**config.mk**
```make
export PLATFORM = sky130hd
export DESIGN_NAME = thermal_fan_curve_flat
export DESIGN_NICKNAME = d
export VERILOG_FILES = /design/src/rtl/tfc_pkg.sv /design/src/rtl/tfc_if.sv /design/src/rtl/tfc_pipe_ctl.sv /design/src/rtl/tfc_div.sv /design/src/rtl/tfc_front.sv /design/src/rtl/tfc_back.sv /design/src/rtl/thermal_fan_curve.sv /design/src/flat_wrapper.sv
export VERILOG_INCLUDE_DIRS = /design/src /design/src/rtl
export SDC_FILE = /design/constraint.sdc
export NUM_CORES = 2
export LEC_CHECK = 0
export BUFFER_PORTS_ARGS = -buffer_cell sky130_fd_sc_hd__buf_4
export CORE_MARGIN = 4
export CORE_UTILIZATION = 40
export CTS_CLUSTER_SIZE = 30
export DETAILED_ROUTE_END_ITERATION = 8
export PLACE_DENSITY = 0.64
export SLEW_MARGIN = 20
export SYNTH_ARGS = -nofsm -noshare
export SYNTH_HDL_FRONTEND = slang
export SYNTH_SLANG_ARGS = --single-unit
```
**constraint.sdc**
```tcl
create_clock -name clk -period 44.4 [get_ports clk]
set_clock_uncertainty 0.05 [all_clocks]
set_input_delay 8.88 -clock clk [delete_from_list [all_inputs] [get_ports clk]]
set_output_delay 8.88 -clock clk [all_outputs]
set_load 0.01 [all_outputs]
```
**src/rtl/assert_macros.svh**
```systemverilog
// assertion macros shared by the thermal fan curve rtl
// no dependencies; included by files that carry concurrent checks
`ifndef ASSERT_MACROS_SVH
`define ASSERT_MACROS_SVH

// same-cycle implication, disabled during reset
`define ASSERT_IMPLY(label, clk, rst, ante, cons, msg) \
  label: assert property (@(posedge clk) disable iff (rst) (ante) |-> (cons)) \
    else $error(msg);

// next-cycle implication, disabled during reset
`define ASSERT_NEXT(label, clk, rst, ante, cons, msg) \
  label: assert property (@(posedge clk) disable iff (rst) (ante) |=> (cons)) \
    else $error(msg);

`endif

```
**src/rtl/tfc_pkg.sv**
```systemverilog
// shared constants, types and stage map for the thermal fan curve
// no dependencies; imported by every other rtl module and interface
package tfc_pkg;

  // field widths
  localparam int TempW    = 15;
  localparam int PctW     = 7;
  localparam int DutyW    = 8;
  localparam int SpeedW   = 10;
  localparam int TimeW    = 32;
  localparam int CfgIdxW  = 3;
  localparam int CfgDataW = 16;

  // divider geometry, shared by the zone and speed dividers
  localparam int NumW  = 22;
  localparam int DenW  = 15;
  localparam int QuotW = 10;

  // zones
  localparam int NumZones = 3;
  localparam int ZoneBatt = 0;
  localparam int ZoneMod  = 1;
  localparam int ZoneInv  = 2;

  // stage map
  localparam int StFront   = 0;
  localparam int StMul     = 1;
  localparam int StZdiv    = 2;
  localparam int StPct     = StZdiv + QuotW;
  localparam int StSpd     = StPct + 1;
  localparam int StSdiv    = StSpd + 1;
  localparam int StOut     = StSdiv + QuotW;
  localparam int PipeDepth = StOut + 1;

  // arithmetic constants
  localparam int FullPct         = 100;
  localparam int DutyMax         = 255;
  localparam int SpeedFull       = 1000;
  localparam int SpeedFloor      = 10;
  localparam int StartupWindowMs = 2000;
  localparam int DMulW           = 15;
  localparam int DutyRecip       = 5243;
  localparam int DutyShift       = 19;
  localparam int DutyProdW       = 28;

  // register indexes
  localparam logic [CfgIdxW-1:0] CfgBattLow   = 3'd0;
  localparam logic [CfgIdxW-1:0] CfgBattHigh  = 3'd1;
  localparam logic [CfgIdxW-1:0] CfgModLow    = 3'd2;
  localparam logic [CfgIdxW-1:0] CfgModHigh   = 3'd3;
  localparam logic [CfgIdxW-1:0] CfgInvLow    = 3'd4;
  localparam logic [CfgIdxW-1:0] CfgInvHigh   = 3'd5;
  localparam logic [CfgIdxW-1:0] CfgMinPct    = 3'd6;
  localparam logic [CfgIdxW-1:0] CfgStartupEn = 3'd7;

  typedef logic [QuotW-1:0] quot_t;

  typedef struct packed {
    logic [TempW-1:0] batt_lo;
    logic [TempW-1:0] batt_hi;
    logic [TempW-1:0] mod_lo;
    logic [TempW-1:0] mod_hi;
    logic [TempW-1:0] inv_lo;
    logic [TempW-1:0] inv_hi;
    logic [PctW-1:0]  min_pct;
    logic             startup_en;
  } cfg_t;

  localparam cfg_t CfgReset = '{
    batt_lo:    TempW'(3000),
    batt_hi:    TempW'(4500),
    mod_lo:     TempW'(4000),
    mod_hi:     TempW'(6000),
    inv_lo:     TempW'(4000),
    inv_hi:     TempW'(6000),
    min_pct:    PctW'(20),
    startup_en: 1'b0
  };

  typedef struct packed {
    logic [NumW-1:0] num;
    logic [DenW-1:0] den;
  } zone_op_t;

  typedef struct packed {
    logic [NumZones-1:0] below;
    logic [NumZones-1:0] full;
    logic                forced;
  } zone_side_t;

  typedef struct packed {
    logic [PctW-1:0]  pct;
    logic             zero;
    logic             full;
    logic             forced;
    logic [DutyW-1:0] duty;
  } spd_side_t;

  typedef struct packed {
    logic [PipeDepth-1:0] ld;
    logic [PipeDepth-1:0] vld;
  } pipe_ctl_t;

endpackage

```
**src/rtl/tfc_if.sv**
```systemverilog
// channel interfaces: sample input, result output, register write
// depends on tfc_pkg for field widths
interface tfc_sample_if import tfc_pkg::*; ();
  logic                    valid;
  logic                    ready;
  logic signed [TempW-1:0] temp_battery;
  logic signed [TempW-1:0] temp_module_a;
  logic signed [TempW-1:0] temp_module_b;
  logic signed [TempW-1:0] temp_inverter;
  logic [TimeW-1:0]        now_ms;

  modport source (output valid, temp_battery, temp_module_a, temp_module_b,
                  temp_inverter, now_ms, input ready);
  modport sink (input valid, temp_battery, temp_module_a, temp_module_b,
                temp_inverter, now_ms, output ready);
endinterface

interface tfc_result_if import tfc_pkg::*; ();
  logic              valid;
  logic              ready;
  logic [PctW-1:0]   fan_pct;
  logic [DutyW-1:0]  pwm_duty;
  logic [SpeedW-1:0] speed_permille;
  logic              startup_forced;

  modport source (output valid, fan_pct, pwm_duty, speed_permille, startup_forced,
                  input ready);
  modport sink (input valid, fan_pct, pwm_duty, speed_permille, startup_forced,
                output ready);
endinterface

interface tfc_cfg_if import tfc_pkg::*; ();
  logic                valid;
  logic                ready;
  logic [CfgIdxW-1:0]  index;
  logic [CfgDataW-1:0] data;

  modport source (output valid, index, data, input ready);
  modport sink (input valid, index, data, output ready);
endinterface

```
**src/rtl/tfc_pipe_ctl.sv**
```systemverilog
// valid bits and per-stage load enables for the whole pipeline
// depends on tfc_pkg and assert_macros.svh
`include "assert_macros.svh"

module tfc_pipe_ctl import tfc_pkg::*; (
  input  logic      clk,
  input  logic      rst,
  input  logic      in_valid,
  input  logic      out_ready,
  output logic      in_ready,
  output pipe_ctl_t ctl
);

  localparam logic [PipeDepth-1:0] AllOnes = '1;

  logic [PipeDepth-1:0] vld;
  logic [PipeDepth-1:0] ld;

  // a stage loads when the output is ready or when it or any stage after it holds a bubble
  always_comb begin
    for (int i = 0; i < PipeDepth; i++) begin
      ld[i] = out_ready || ((vld >> i) != (AllOnes >> i));
    end
  end

  // valid bits move with the data
  always_ff @(posedge clk) begin
    if (rst) begin
      vld <= '0;
    end else begin
      if (ld[StFront]) begin
        vld[StFront] <= in_valid;
      end
      for (int i = 1; i < PipeDepth; i++) begin
        if (ld[i]) begin
          vld[i] <= vld[i-1];
        end
      end
    end
  end

  assign in_ready = ld[StFront];
  assign ctl.ld   = ld;
  assign ctl.vld  = vld;

  `ASSERT_IMPLY(a_full_stall, clk, rst, (&vld) && !out_ready, !in_ready, "full pipe took input")
  `ASSERT_NEXT(a_accept_lands, clk, rst, in_valid && in_ready, vld[StFront], "transaction lost")

endmodule

```
**src/rtl/tfc_div.sv**
```systemverilog
// pipelined restoring divider, one quotient bit per stage
// depends on tfc_pkg; stage enables come from tfc_pipe_ctl
module tfc_div import tfc_pkg::*; (
  input  logic             clk,
  input  logic [QuotW-1:0] ld,
  input  logic [NumW-1:0]  num,
  input  logic [DenW-1:0]  den,
  output quot_t            quot
);

  localparam int TrialW = DenW + QuotW;

  logic [NumW-1:0]  rem [QuotW];
  logic [DenW-1:0]  dn  [QuotW];
  logic [QuotW-1:0] q   [QuotW];

  for (genvar k = 0; k < QuotW; k++) begin : g_step
    localparam int Sh = QuotW - 1 - k;

    logic [NumW-1:0]   rem_in;
    logic [DenW-1:0]   den_in;
    logic [QuotW-1:0]  q_in;
    logic [TrialW-1:0] trial;
    logic              take;

    if (k == 0) begin : g_first
      assign rem_in = num;
      assign den_in = den;
      assign q_in   = '0;
    end else begin : g_next
      assign rem_in = rem[k-1];
      assign den_in = dn[k-1];
      assign q_in   = q[k-1];
    end

    // compare against the shifted divisor and subtract when it fits
    assign trial = {{QuotW{1'b0}}, den_in} << Sh;
    assign take  = {{(TrialW-NumW){1'b0}}, rem_in} >= trial;

    always_ff @(posedge clk) begin
      if (ld[k]) begin
        rem[k] <= take ? (rem_in - trial[NumW-1:0]) : rem_in;
        dn[k]  <= den_in;
        q[k]   <= q_in | (take ? (QuotW'(1) << Sh) : '0);
      end
    end
  end

  assign quot = q[QuotW-1];

endmodule

```
**src/rtl/tfc_front.sv**
```systemverilog
// zone compare, ramp offset, start-up test window and ramp multiply
// depends on tfc_pkg and assert_macros.svh
`include "assert_macros.svh"

module tfc_front import tfc_pkg::*; (
  input  logic                    clk,
  input  logic                    rst,
  input  pipe_ctl_t               ctl,
  input  logic                    accept,
  input  logic signed [TempW-1:0] temp_battery,
  input  logic signed [TempW-1:0] temp_module_a,
  input  logic signed [TempW-1:0] temp_module_b,
  input  logic signed [TempW-1:0] temp_inverter,
  input  logic [TimeW-1:0]        now_ms,
  input  cfg_t                    cfg,
  input  logic [PctW-1:0]         span,
  output zone_op_t [NumZones-1:0] op,
  output zone_side_t              side
);

  logic signed [TempW-1:0] zt  [NumZones];
  logic signed [TempW-1:0] zlo [NumZones];
  logic signed [TempW-1:0] zhi [NumZones];

  logic [NumZones-1:0] below_c;
  logic [NumZones-1:0] full_c;
  logic [TempW-1:0]    diff_c [NumZones];
  logic [TempW-1:0]    den_c  [NumZones];

  logic [NumZones-1:0] s0_below;
  logic [NumZones-1:0] s0_full;
  logic [TempW-1:0]    s0_diff [NumZones];
  logic [TempW-1:0]    s0_den  [NumZones];
  logic                s0_forced;

  logic             seen;
  logic [TimeW-1:0] start_time;
  logic [TimeW-1:0] elapsed;
  logic             forced_c;

  // zone temperatures and thresholds, module zone takes the hotter sensor
  always_comb begin
    zt[ZoneBatt]  = temp_battery;
    zt[ZoneMod]   = (temp_module_a > temp_module_b) ? temp_module_a : temp_module_b;
    zt[ZoneInv]   = temp_inverter;
    zlo[ZoneBatt] = $signed(cfg.batt_lo);
    zhi[ZoneBatt] = $signed(cfg.batt_hi);
    zlo[ZoneMod]  = $signed(cfg.mod_lo);
    zhi[ZoneMod]  = $signed(cfg.mod_hi);
    zlo[ZoneInv]  = $signed(cfg.inv_lo);
    zhi[ZoneInv]  = $signed(cfg.inv_hi);
  end

  // ramp position per zone; offsets only matter inside the ramp
  always_comb begin
    for (int z = 0; z < NumZones; z++) begin
      below_c[z] = zt[z] < zlo[z];
      full_c[z]  = !below_c[z] && (zt[z] >= zhi[z]);
      diff_c[z]  = TempW'({zt[z][TempW-1], zt[z]} - {zlo[z][TempW-1], zlo[z]});
      den_c[z]   = TempW'({zhi[z][TempW-1], zhi[z]} - {zlo[z][TempW-1], zlo[z]});
    end
  end

  // start-up window, measured from the first transaction with the test on
  assign elapsed  = now_ms - (seen ? start_time : now_ms);
  assign forced_c = cfg.startup_en && (elapsed < TimeW'(StartupWindowMs));

  always_ff @(posedge clk) begin
    if (rst) begin
      seen       <= 1'b0;
      start_time <= '0;
    end else if (accept && cfg.startup_en && !seen) begin
      seen       <= 1'b1;
      start_time <= now_ms;
    end
  end

  // stage 0 register
  always_ff @(posedge clk) begin
    if (ctl.ld[StFront]) begin
      s0_below  <= below_c;
      s0_full   <= full_c;
      s0_diff   <= diff_c;
      s0_den    <= den_c;
      s0_forced <= forced_c;
    end
  end

  // stage 1: offset times ramp span
  always_ff @(posedge clk) begin
    if (ctl.ld[StMul]) begin
      for (int z = 0; z < NumZones; z++) begin
        op[z].num <= {{(NumW-TempW){1'b0}}, s0_diff[z]} * {{(NumW-PctW){1'b0}}, span};
        op[z].den <= s0_den[z];
      end
      side.below  <= s0_below;
      side.full   <= s0_full;
      side.forced <= s0_forced;
    end
  end

  `ASSERT_NEXT(a_startup_latch, clk, rst, accept && cfg.startup_en, seen, "start-up not latched")

endmodule

```
**src/rtl/tfc_back.sv**
```systemverilog
// zone percent merge, duty scaling, speed divide and output register
// depends on tfc_pkg, tfc_div and assert_macros.svh
`include "assert_macros.svh"

module tfc_back import tfc_pkg::*; (
  input  logic                 clk,
  input  logic                 rst,
  input  pipe_ctl_t            ctl,
  input  quot_t [NumZones-1:0] quot,
  input  zone_side_t           side,
  input  logic [PctW-1:0]      min_sat,
  input  logic [PctW-1:0]      span,
  output logic [PctW-1:0]      fan_pct,
  output logic [DutyW-1:0]     pwm_duty,
  output logic [SpeedW-1:0]    speed_permille,
  output logic                 startup_forced
);

  logic [PctW-1:0] zp [NumZones];
  logic [PctW-1:0] pct_c;

  logic [PctW-1:0] p_pct;
  logic            p_forced;

  logic [PctW-1:0]  diff_pct;
  logic [NumW-1:0]  m_num;
  logic [DMulW-1:0] m_dmul;
  logic [PctW-1:0]  m_pct;
  logic             m_zero;
  logic             m_full;
  logic             m_forced;

  logic [DutyProdW-1:0] duty_prod;
  spd_side_t            sd [QuotW];
  quot_t                spd_q;
  logic [SpeedW-1:0]    speed_c;

  // per-zone percent and the largest of them
  always_comb begin
    pct_c = '0;
    for (int z = 0; z < NumZones; z++) begin
      if (side.below[z]) begin
        zp[z] = '0;
      end else if (side.full[z]) begin
        zp[z] = PctW'(FullPct);
      end else begin
        zp[z] = min_sat + quot[z][PctW-1:0];
      end
      if (zp[z] > pct_c) begin
        pct_c = zp[z];
      end
    end
  end

  always_ff @(posedge clk) begin
    if (ctl.ld[StPct]) begin
      p_pct    <= pct_c;
      p_forced <= side.forced;
    end
  end

  // speed numerator and duty product
  assign diff_pct = (p_pct > min_sat) ? (p_pct - min_sat) : '0;

  always_ff @(posedge clk) begin
    if (ctl.ld[StSpd]) begin
      m_num    <= {{(NumW-PctW){1'b0}}, diff_pct} * NumW'(SpeedFull);
      m_dmul   <= {{(DMulW-PctW){1'b0}}, p_pct} * DMulW'(DutyMax);
      m_pct    <= p_pct;
      m_zero   <= (p_pct == '0);
      m_full   <= (p_pct >= PctW'(FullPct)) || (min_sat >= PctW'(FullPct));
      m_forced <= p_forced;
    end
  end

  // speed divide by the ramp span
  tfc_div u_spd_div (
    .clk  (clk),
    .ld   (ctl.ld[StSdiv +: QuotW]),
    .num  (m_num),
    .den  ({{(DenW-PctW){1'b0}}, span}),
    .quot (spd_q)
  );

  // divide by 100 through a reciprocal multiply
  assign duty_prod = {{(DutyProdW-DMulW){1'b0}}, m_dmul} * DutyProdW'(DutyRecip);

  // side data travels beside the speed divider
  always_ff @(posedge clk) begin
    if (ctl.ld[StSdiv]) begin
      sd[0].pct    <= m_pct;
      sd[0].zero   <= m_zero;
      sd[0].full   <= m_full;
      sd[0].forced <= m_forced;
      sd[0].duty   <= DutyW'(duty_prod >> DutyShift);
    end
    for (int k = 1; k < QuotW; k++) begin
      if (ctl.ld[StSdiv + k]) begin
        sd[k] <= sd[k-1];
      end
    end
  end

  // speed clamp
  always_comb begin
    if (sd[QuotW-1].zero) begin
      speed_c = '0;
    end else if (sd[QuotW-1].full) begin
      speed_c = SpeedW'(SpeedFull);
    end else if (spd_q < QuotW'(SpeedFloor)) begin
      speed_c = SpeedW'(SpeedFloor);
    end else if (spd_q > QuotW'(SpeedFull)) begin
      speed_c = SpeedW'(SpeedFull);
    end else begin
      speed_c = spd_q;
    end
  end

  // output register, start-up test overrides everything
  always_ff @(posedge clk) begin
    if (ctl.ld[StOut]) begin
      if (sd[QuotW-1].forced) begin
        fan_pct        <= PctW'(FullPct);
        pwm_duty       <= DutyW'(DutyMax);
        speed_permille <= SpeedW'(SpeedFull);
        startup_forced <= 1'b1;
      end else begin
        fan_pct        <= sd[QuotW-1].pct;
        pwm_duty       <= sd[QuotW-1].duty;
        speed_permille <= speed_c;
        startup_forced <= 1'b0;
      end
    end
  end

  `ASSERT_IMPLY(a_full_consistent, clk, rst, ctl.vld[StOut] && (fan_pct == PctW'(FullPct)), (pwm_duty == DutyW'(DutyMax)) && (speed_permille == SpeedW'(SpeedFull)), "full fan mismatch")
  `ASSERT_IMPLY(a_off_consistent, clk, rst, ctl.vld[StOut] && (fan_pct == '0), (pwm_duty == '0) && (speed_permille == '0), "fan off mismatch")

endmodule

```
**src/rtl/thermal_fan_curve.sv**
```systemverilog
// fan demand as the max of three linear zone ramps, one transaction per cycle while results are taken
// a 25-stage pipeline holding two ten-stage restoring dividers (zone ramp and speed)
// throughput: one transaction per cycle while results are taken, any stage with a bubble keeps moving
// reset: registers to default thresholds, start-up test flag cleared, pipe empty
// depends on tfc_pkg, tfc_if, tfc_pipe_ctl, tfc_front, tfc_div, tfc_back
module thermal_fan_curve import tfc_pkg::*; (
  input  logic         clk,
  input  logic         rst,
  tfc_sample_if.sink   sample,
  tfc_result_if.source result,
  tfc_cfg_if.sink      cfg
);

  cfg_t                    cfg_reg;
  logic [PctW-1:0]         min_sat;
  logic [PctW-1:0]         span;
  pipe_ctl_t               ctl;
  logic                    in_ready;
  logic                    accept;
  zone_op_t [NumZones-1:0] op;
  zone_side_t              side;
  zone_side_t              zd [QuotW];
  quot_t [NumZones-1:0]    zq;

  // register writes, held off during reset
  assign cfg.ready = !rst;

  always_ff @(posedge clk) begin
    if (rst) begin
      cfg_reg <= CfgReset;
    end else if (cfg.valid && cfg.ready) begin
      case (cfg.index)
        CfgBattLow:   cfg_reg.batt_lo    <= cfg.data[TempW-1:0];
        CfgBattHigh:  cfg_reg.batt_hi    <= cfg.data[TempW-1:0];
        CfgModLow:    cfg_reg.mod_lo     <= cfg.data[TempW-1:0];
        CfgModHigh:   cfg_reg.mod_hi     <= cfg.data[TempW-1:0];
        CfgInvLow:    cfg_reg.inv_lo     <= cfg.data[TempW-1:0];
        CfgInvHigh:   cfg_reg.inv_hi     <= cfg.data[TempW-1:0];
        CfgMinPct:    cfg_reg.min_pct    <= cfg.data[PctW-1:0];
        CfgStartupEn: cfg_reg.startup_en <= cfg.data[0];
        default: ;
      endcase
    end
  end

  // minimum percent saturates at full
  assign min_sat = (cfg_reg.min_pct > PctW'(FullPct)) ? PctW'(FullPct) : cfg_reg.min_pct;
  assign span    = PctW'(FullPct) - min_sat;

  // pipeline control
  tfc_pipe_ctl u_ctl (
    .clk       (clk),
    .rst       (rst),
    .in_valid  (sample.valid),
    .out_ready (result.ready),
    .in_ready  (in_ready),
    .ctl       (ctl)
  );

  // no transaction is taken while in reset
  assign sample.ready = in_ready && !rst;
  assign accept       = sample.valid && sample.ready;

  tfc_front u_front (
    .clk           (clk),
    .rst           (rst),
    .ctl           (ctl),
    .accept        (accept),
    .temp_battery  (sample.temp_battery),
    .temp_module_a (sample.temp_module_a),
    .temp_module_b (sample.temp_module_b),
    .temp_inverter (sample.temp_inverter),
    .now_ms        (sample.now_ms),
    .cfg           (cfg_reg),
    .span          (span),
    .op            (op),
    .side          (side)
  );

  // one ramp divider per zone
  for (genvar z = 0; z < NumZones; z++) begin : g_zone_div
    tfc_div u_div (
      .clk  (clk),
      .ld   (ctl.ld[StZdiv +: QuotW]),
      .num  (op[z].num),
      .den  (op[z].den),
      .quot (zq[z])
    );
  end

  // zone flags travel beside the dividers
  always_ff @(posedge clk) begin
    if (ctl.ld[StZdiv]) begin
      zd[0] <= side;
    end
    for (int k = 1; k < QuotW; k++) begin
      if (ctl.ld[StZdiv + k]) begin
        zd[k] <= zd[k-1];
      end
    end
  end

  tfc_back u_back (
    .clk            (clk),
    .rst            (rst),
    .ctl            (ctl),
    .quot           (zq),
    .side           (zd[QuotW-1]),
    .min_sat        (min_sat),
    .span           (span),
    .fan_pct        (result.fan_pct),
    .pwm_duty       (result.pwm_duty),
    .speed_permille (result.speed_permille),
    .startup_forced (result.startup_forced)
  );

  assign result.valid = ctl.vld[StOut];

endmodule

```
**src/flat_wrapper.sv**
```systemverilog
// flat-port wrapper written by rule: the top's interface ports become plain ports
module thermal_fan_curve_flat import tfc_pkg::*;
  (clk, rst, sample_valid, sample_temp_battery, sample_temp_module_a, sample_temp_module_b, sample_temp_inverter, sample_now_ms, sample_ready, result_valid, result_fan_pct, result_pwm_duty, result_speed_permille, result_startup_forced, result_ready, cfg_valid, cfg_index, cfg_data, cfg_ready);
  tfc_sample_if sample_i ();
  tfc_result_if result_i ();
  tfc_cfg_if cfg_i ();
  input  logic clk;
  input  logic rst;
  input wire logic [$bits(sample_i.valid)-1:0] sample_valid;
  input wire logic [$bits(sample_i.temp_battery)-1:0] sample_temp_battery;
  input wire logic [$bits(sample_i.temp_module_a)-1:0] sample_temp_module_a;
  input wire logic [$bits(sample_i.temp_module_b)-1:0] sample_temp_module_b;
  input wire logic [$bits(sample_i.temp_inverter)-1:0] sample_temp_inverter;
  input wire logic [$bits(sample_i.now_ms)-1:0] sample_now_ms;
  output wire logic [$bits(sample_i.ready)-1:0] sample_ready;
  output wire logic [$bits(result_i.valid)-1:0] result_valid;
  output wire logic [$bits(result_i.fan_pct)-1:0] result_fan_pct;
  output wire logic [$bits(result_i.pwm_duty)-1:0] result_pwm_duty;
  output wire logic [$bits(result_i.speed_permille)-1:0] result_speed_permille;
  output wire logic [$bits(result_i.startup_forced)-1:0] result_startup_forced;
  input wire logic [$bits(result_i.ready)-1:0] result_ready;
  input wire logic [$bits(cfg_i.valid)-1:0] cfg_valid;
  input wire logic [$bits(cfg_i.index)-1:0] cfg_index;
  input wire logic [$bits(cfg_i.data)-1:0] cfg_data;
  output wire logic [$bits(cfg_i.ready)-1:0] cfg_ready;
  assign sample_i.valid = sample_valid;
  assign sample_i.temp_battery = sample_temp_battery;
  assign sample_i.temp_module_a = sample_temp_module_a;
  assign sample_i.temp_module_b = sample_temp_module_b;
  assign sample_i.temp_inverter = sample_temp_inverter;
  assign sample_i.now_ms = sample_now_ms;
  assign sample_ready = sample_i.ready;
  assign result_valid = result_i.valid;
  assign result_fan_pct = result_i.fan_pct;
  assign result_pwm_duty = result_i.pwm_duty;
  assign result_speed_permille = result_i.speed_permille;
  assign result_startup_forced = result_i.startup_forced;
  assign result_i.ready = result_ready;
  assign cfg_i.valid = cfg_valid;
  assign cfg_i.index = cfg_index;
  assign cfg_i.data = cfg_data;
  assign cfg_ready = cfg_i.ready;
  thermal_fan_curve u_core (.clk(clk), .rst(rst), .sample(sample_i), .result(result_i), .cfg(cfg_i));
endmodule
```
==> flow_summary.yaml <==
outcome:
  status: "finished clean"
grt:
  grt_max_degree: 139
  grt-ovfl-total: 0
  grt_usage_pct: 15.0
  grt_pass1_vias: 73800
  grt_first_pass_wirelength_um: 378000
  grt_antenna_before_repair: 7
power:
  power_density_mw_per_mm2: 80.2
  total_power_mw: 10.5
  leakagePower_nw: 55.2
  ir_worst_vdd_uv: 175
synthesis:
  synth_top_area_share_pct: 48.6
  synth_edf_count: 1908
  yosysSeqAreaShare_pct: 51.3
  ys.flop_type: "edfxtp_1"
  netlist_area_mm2: 0.118
  synth.avg_cell_area_um2: 11.6
  ys_warn_count: 0
  ys_types: 92
  syn_nets: 11600
  synth-seq-cells: 2064
  synth_area_leaders: "edfxtp_1, ha_1, fa_1"
  synth_top_area_cell: "edfxtp_1"
  synthCells: 10200
  synthArstFlopShare_pct: 0
worst_setup_path:
  critPathRequiredTime_ns: 35.47
  cp-start-kind: "input port"
  critPathKind: "in -> out"
  critPathBufInv: 3
  crit_path_max_fanout: 138
  crit_chain: "buf_4 -> and4b_1 -> and4_1 -> nand4_1 -> buf_12 -> nor2_1 -> and4_1 -> nand2_4 -> nor2_1 -> nor2_1 -> buf_4"
  critPathArrivalTime_ns: 13.10
  critical-path-top-delay-family: "simple AND/OR/NAND/NOR gates"
  critPathSlowestCell: "nor2_1"
  crit_top_cell: "nor2_1"
  cp-end-kind: "primary output"
  cp_slowest_stage_delay_ns: 0.80
clock_network:
  cts_resized: 0
  cts.sinks: 2064
  cts_tree: "done"
  cts_root_buf: "clkbuf_16"
  clkTransAtPathRegs_ns: 0.06
  cts_max_level: 4
  cts_buffers: 211
  cts-hold-fix-buffers: 0
  postCtsSetupBuffers: 0
  max-clock-path-buffers: 4
  clk_latency_ns: 0.89
sta:
  min_period_ns: 22.03
  max_freq_mhz: 45.4
  fin_setup_tns_ns: 0
  rsz0062_at_grt: "false"
  worst_slew_pin_slew_ns: 1.12
  hold_viol: 0
  finalSetupViolations: 0
  slew_violations: 0
  finalCritPeriodShare_pct: 49.6
  relSlewSlack_pct: 23.6
die:
  core_mm2: 0.292
  dieWidth_um: 551
  die-area_mm2: 0.303
  ios: 145
  die_y_um: 551
  rows: 198
  start_util_pct: 40.3
job:
  cap_violations: 0
route:
  via_count: 73200
  wl_met2_um: 107000
  drtAntennaViolNets: 0
  first_iter_violations: 4346
  wl_per_cell_um: 15.9
  drc: 0
  dr.pass1.iters: 6
  top_layer_used: "met4"
  vias_per_cell: 5.06
  wl_met1_um: 105000
  wl_um: 230000
  wl_met3_um: 9380
hold_path:
  hold_path_class: "reg -> reg"
finish:
  fill_cells: 26000
  instances_no_fill: 14500
  fin_area_mm2: 0.130
  area_delta_synth_final_pct: 10.7
  top_register: "u_core.g_zone_div.u_div.rem"
  reg_top3: "u_core.g_zone_div.u_div.rem x594, u_core.g_zone_div.u_div.dn x405, u_core.u_back.sd x180"
  fin_util_pct: 44.7
  drive_gt1_share_pct: 6.40
  nNetsFinal: 11900
  largest_reg_flops: 594
place:
  portBuffers: 143
  dp.cells: 14100
  gp_congestion: 0.917
  hpwlAfterDp_um: 178000
  placedInstanceArea_mm2: 0.124
where the power goes:
part / leakage, nW / switching (mW) / internal [mW]
Combinational: 30.3 / 2.90 / 2.46
Clock: 3.31 / 0.718 / 1.01
Sequential: 21.7 / 0.346 / 3.03
Total: 55.2 / 3.97 / 6.49
synth_stat cells, types with 52 or more instances:
library cell  instances
o21bai_1             57
a21oi_1             570
dfxtp_1             156
o21ai_1             158
o21ai_0             253
nand3_1             122
nor2b_1             164
nor3_1              167
nand2_1             809
nor4_1               91
inv_1              1278
o21a_1               86
nand4_1             101
nand2b_1            129
nor2_1              567
ha_1               1021
fa_1                343
clkbuf_1            159
mux2_2               75
xnor2_1             373
and2_1              181
edfxtp_1           1908
o211ai_1             57
xor2_1              253
mux2i_1              89
a21o_1              222
and3_1               52
a31oi_1              52
mux2_1               94
or3_1                52
layout make-up:
cell class | instances | area [µm²] | area share [%]
sequential | 2064 | 60400 | 46.3
multi-input combinational | 6634 | 52000 | 39.9
clock buffer | 255 | 5590 | 4.29
tap | 3900 | 4880 | 3.74
inverter | 1285 | 4840 | 3.71
timing repair buffer | 194 | 1470 | 1.13
clock inverter | 120 | 1180 | 0.905
antenna | 3 | 7.51 | 0.00576
placed cells by master, fill, tap and decap left out, types with 47 or more instances in the layout:
cell type and instances:
edfxtp_1 1908, inv_1 1271, ha_1 1021, nand2_1 802
a21oi_1 569, nor2_1 566, xnor2_1 372, fa_1 343
xor2_1 253, o21ai_0 252, a21o_1 222, clkbuf_16 216
buf_4 192, and2_1 182, nor3_1 166, nor2b_1 161
o21ai_1 158, dfxtp_1 155, nand2b_1 128, nand3_1 118
nand4_1 101, mux2_1 94, nor4_1 90, mux2i_1 89
o21a_1 86, mux2_2 75, o21bai_1 57, o211ai_1 57
and3_1 52, or3_1 52, a31oi_1 49, o31ai_1 47
routing by layer:
layer / global-route usage [%] / up-vias
li1: - / 36400
met1: 20.0 / 34800
met2: 25.0 / 1509
met3: 2.01 / 478
met4: 5.65 / 0
met5: 0 / -
path summary, 6_finish.rpt:
path,cells after the start,endpoint,slack (ns),from
worst max-delay path,11,sample_ready,22.37,result_ready
worst min-delay path,0,u_core.u_back.sd[3][11]$_DFFE_PP_,0.32,u_core.u_back.sd[2][11]$_DFFE_PP_
worst max register to register,26,u_core.u_front.op[72]$_DFFE_PP_,35.05,u_core.cfg_reg[2]$_SDFFE_PP0P_
worst min register to register,0,u_core.u_back.sd[3][11]$_DFFE_PP_,0.32,u_core.u_back.sd[2][11]$_DFFE_PP_
through the flow:
stage | hold WS [ns] | setup WS (ns)
after detailed placement | 0.355 | 22.42
after global routing | 0.315 | 22.09
after floorplan | 0.350 | 17.20
after CTS | 0.316 | 22.39
after global placement | 0.350 | 22.49
final | 0.317 | 22.37
cell families after synthesis:
kind of cell | Yosys count | share of synthesized area (%)
xor gates and xnor gates | 626 | 4.65
and+or+nand+nor | 2610 | 10.9
DFF | 2064 | 51.3
muxes | 258 | 2.37
buffers and inverters | 1465 | 4.69
adders and majority gates | 1364 | 16.7
AOI/OAI and AO/OA | 1776 | 9.44
No activity file was read; power rests on OpenSTA's default activity.
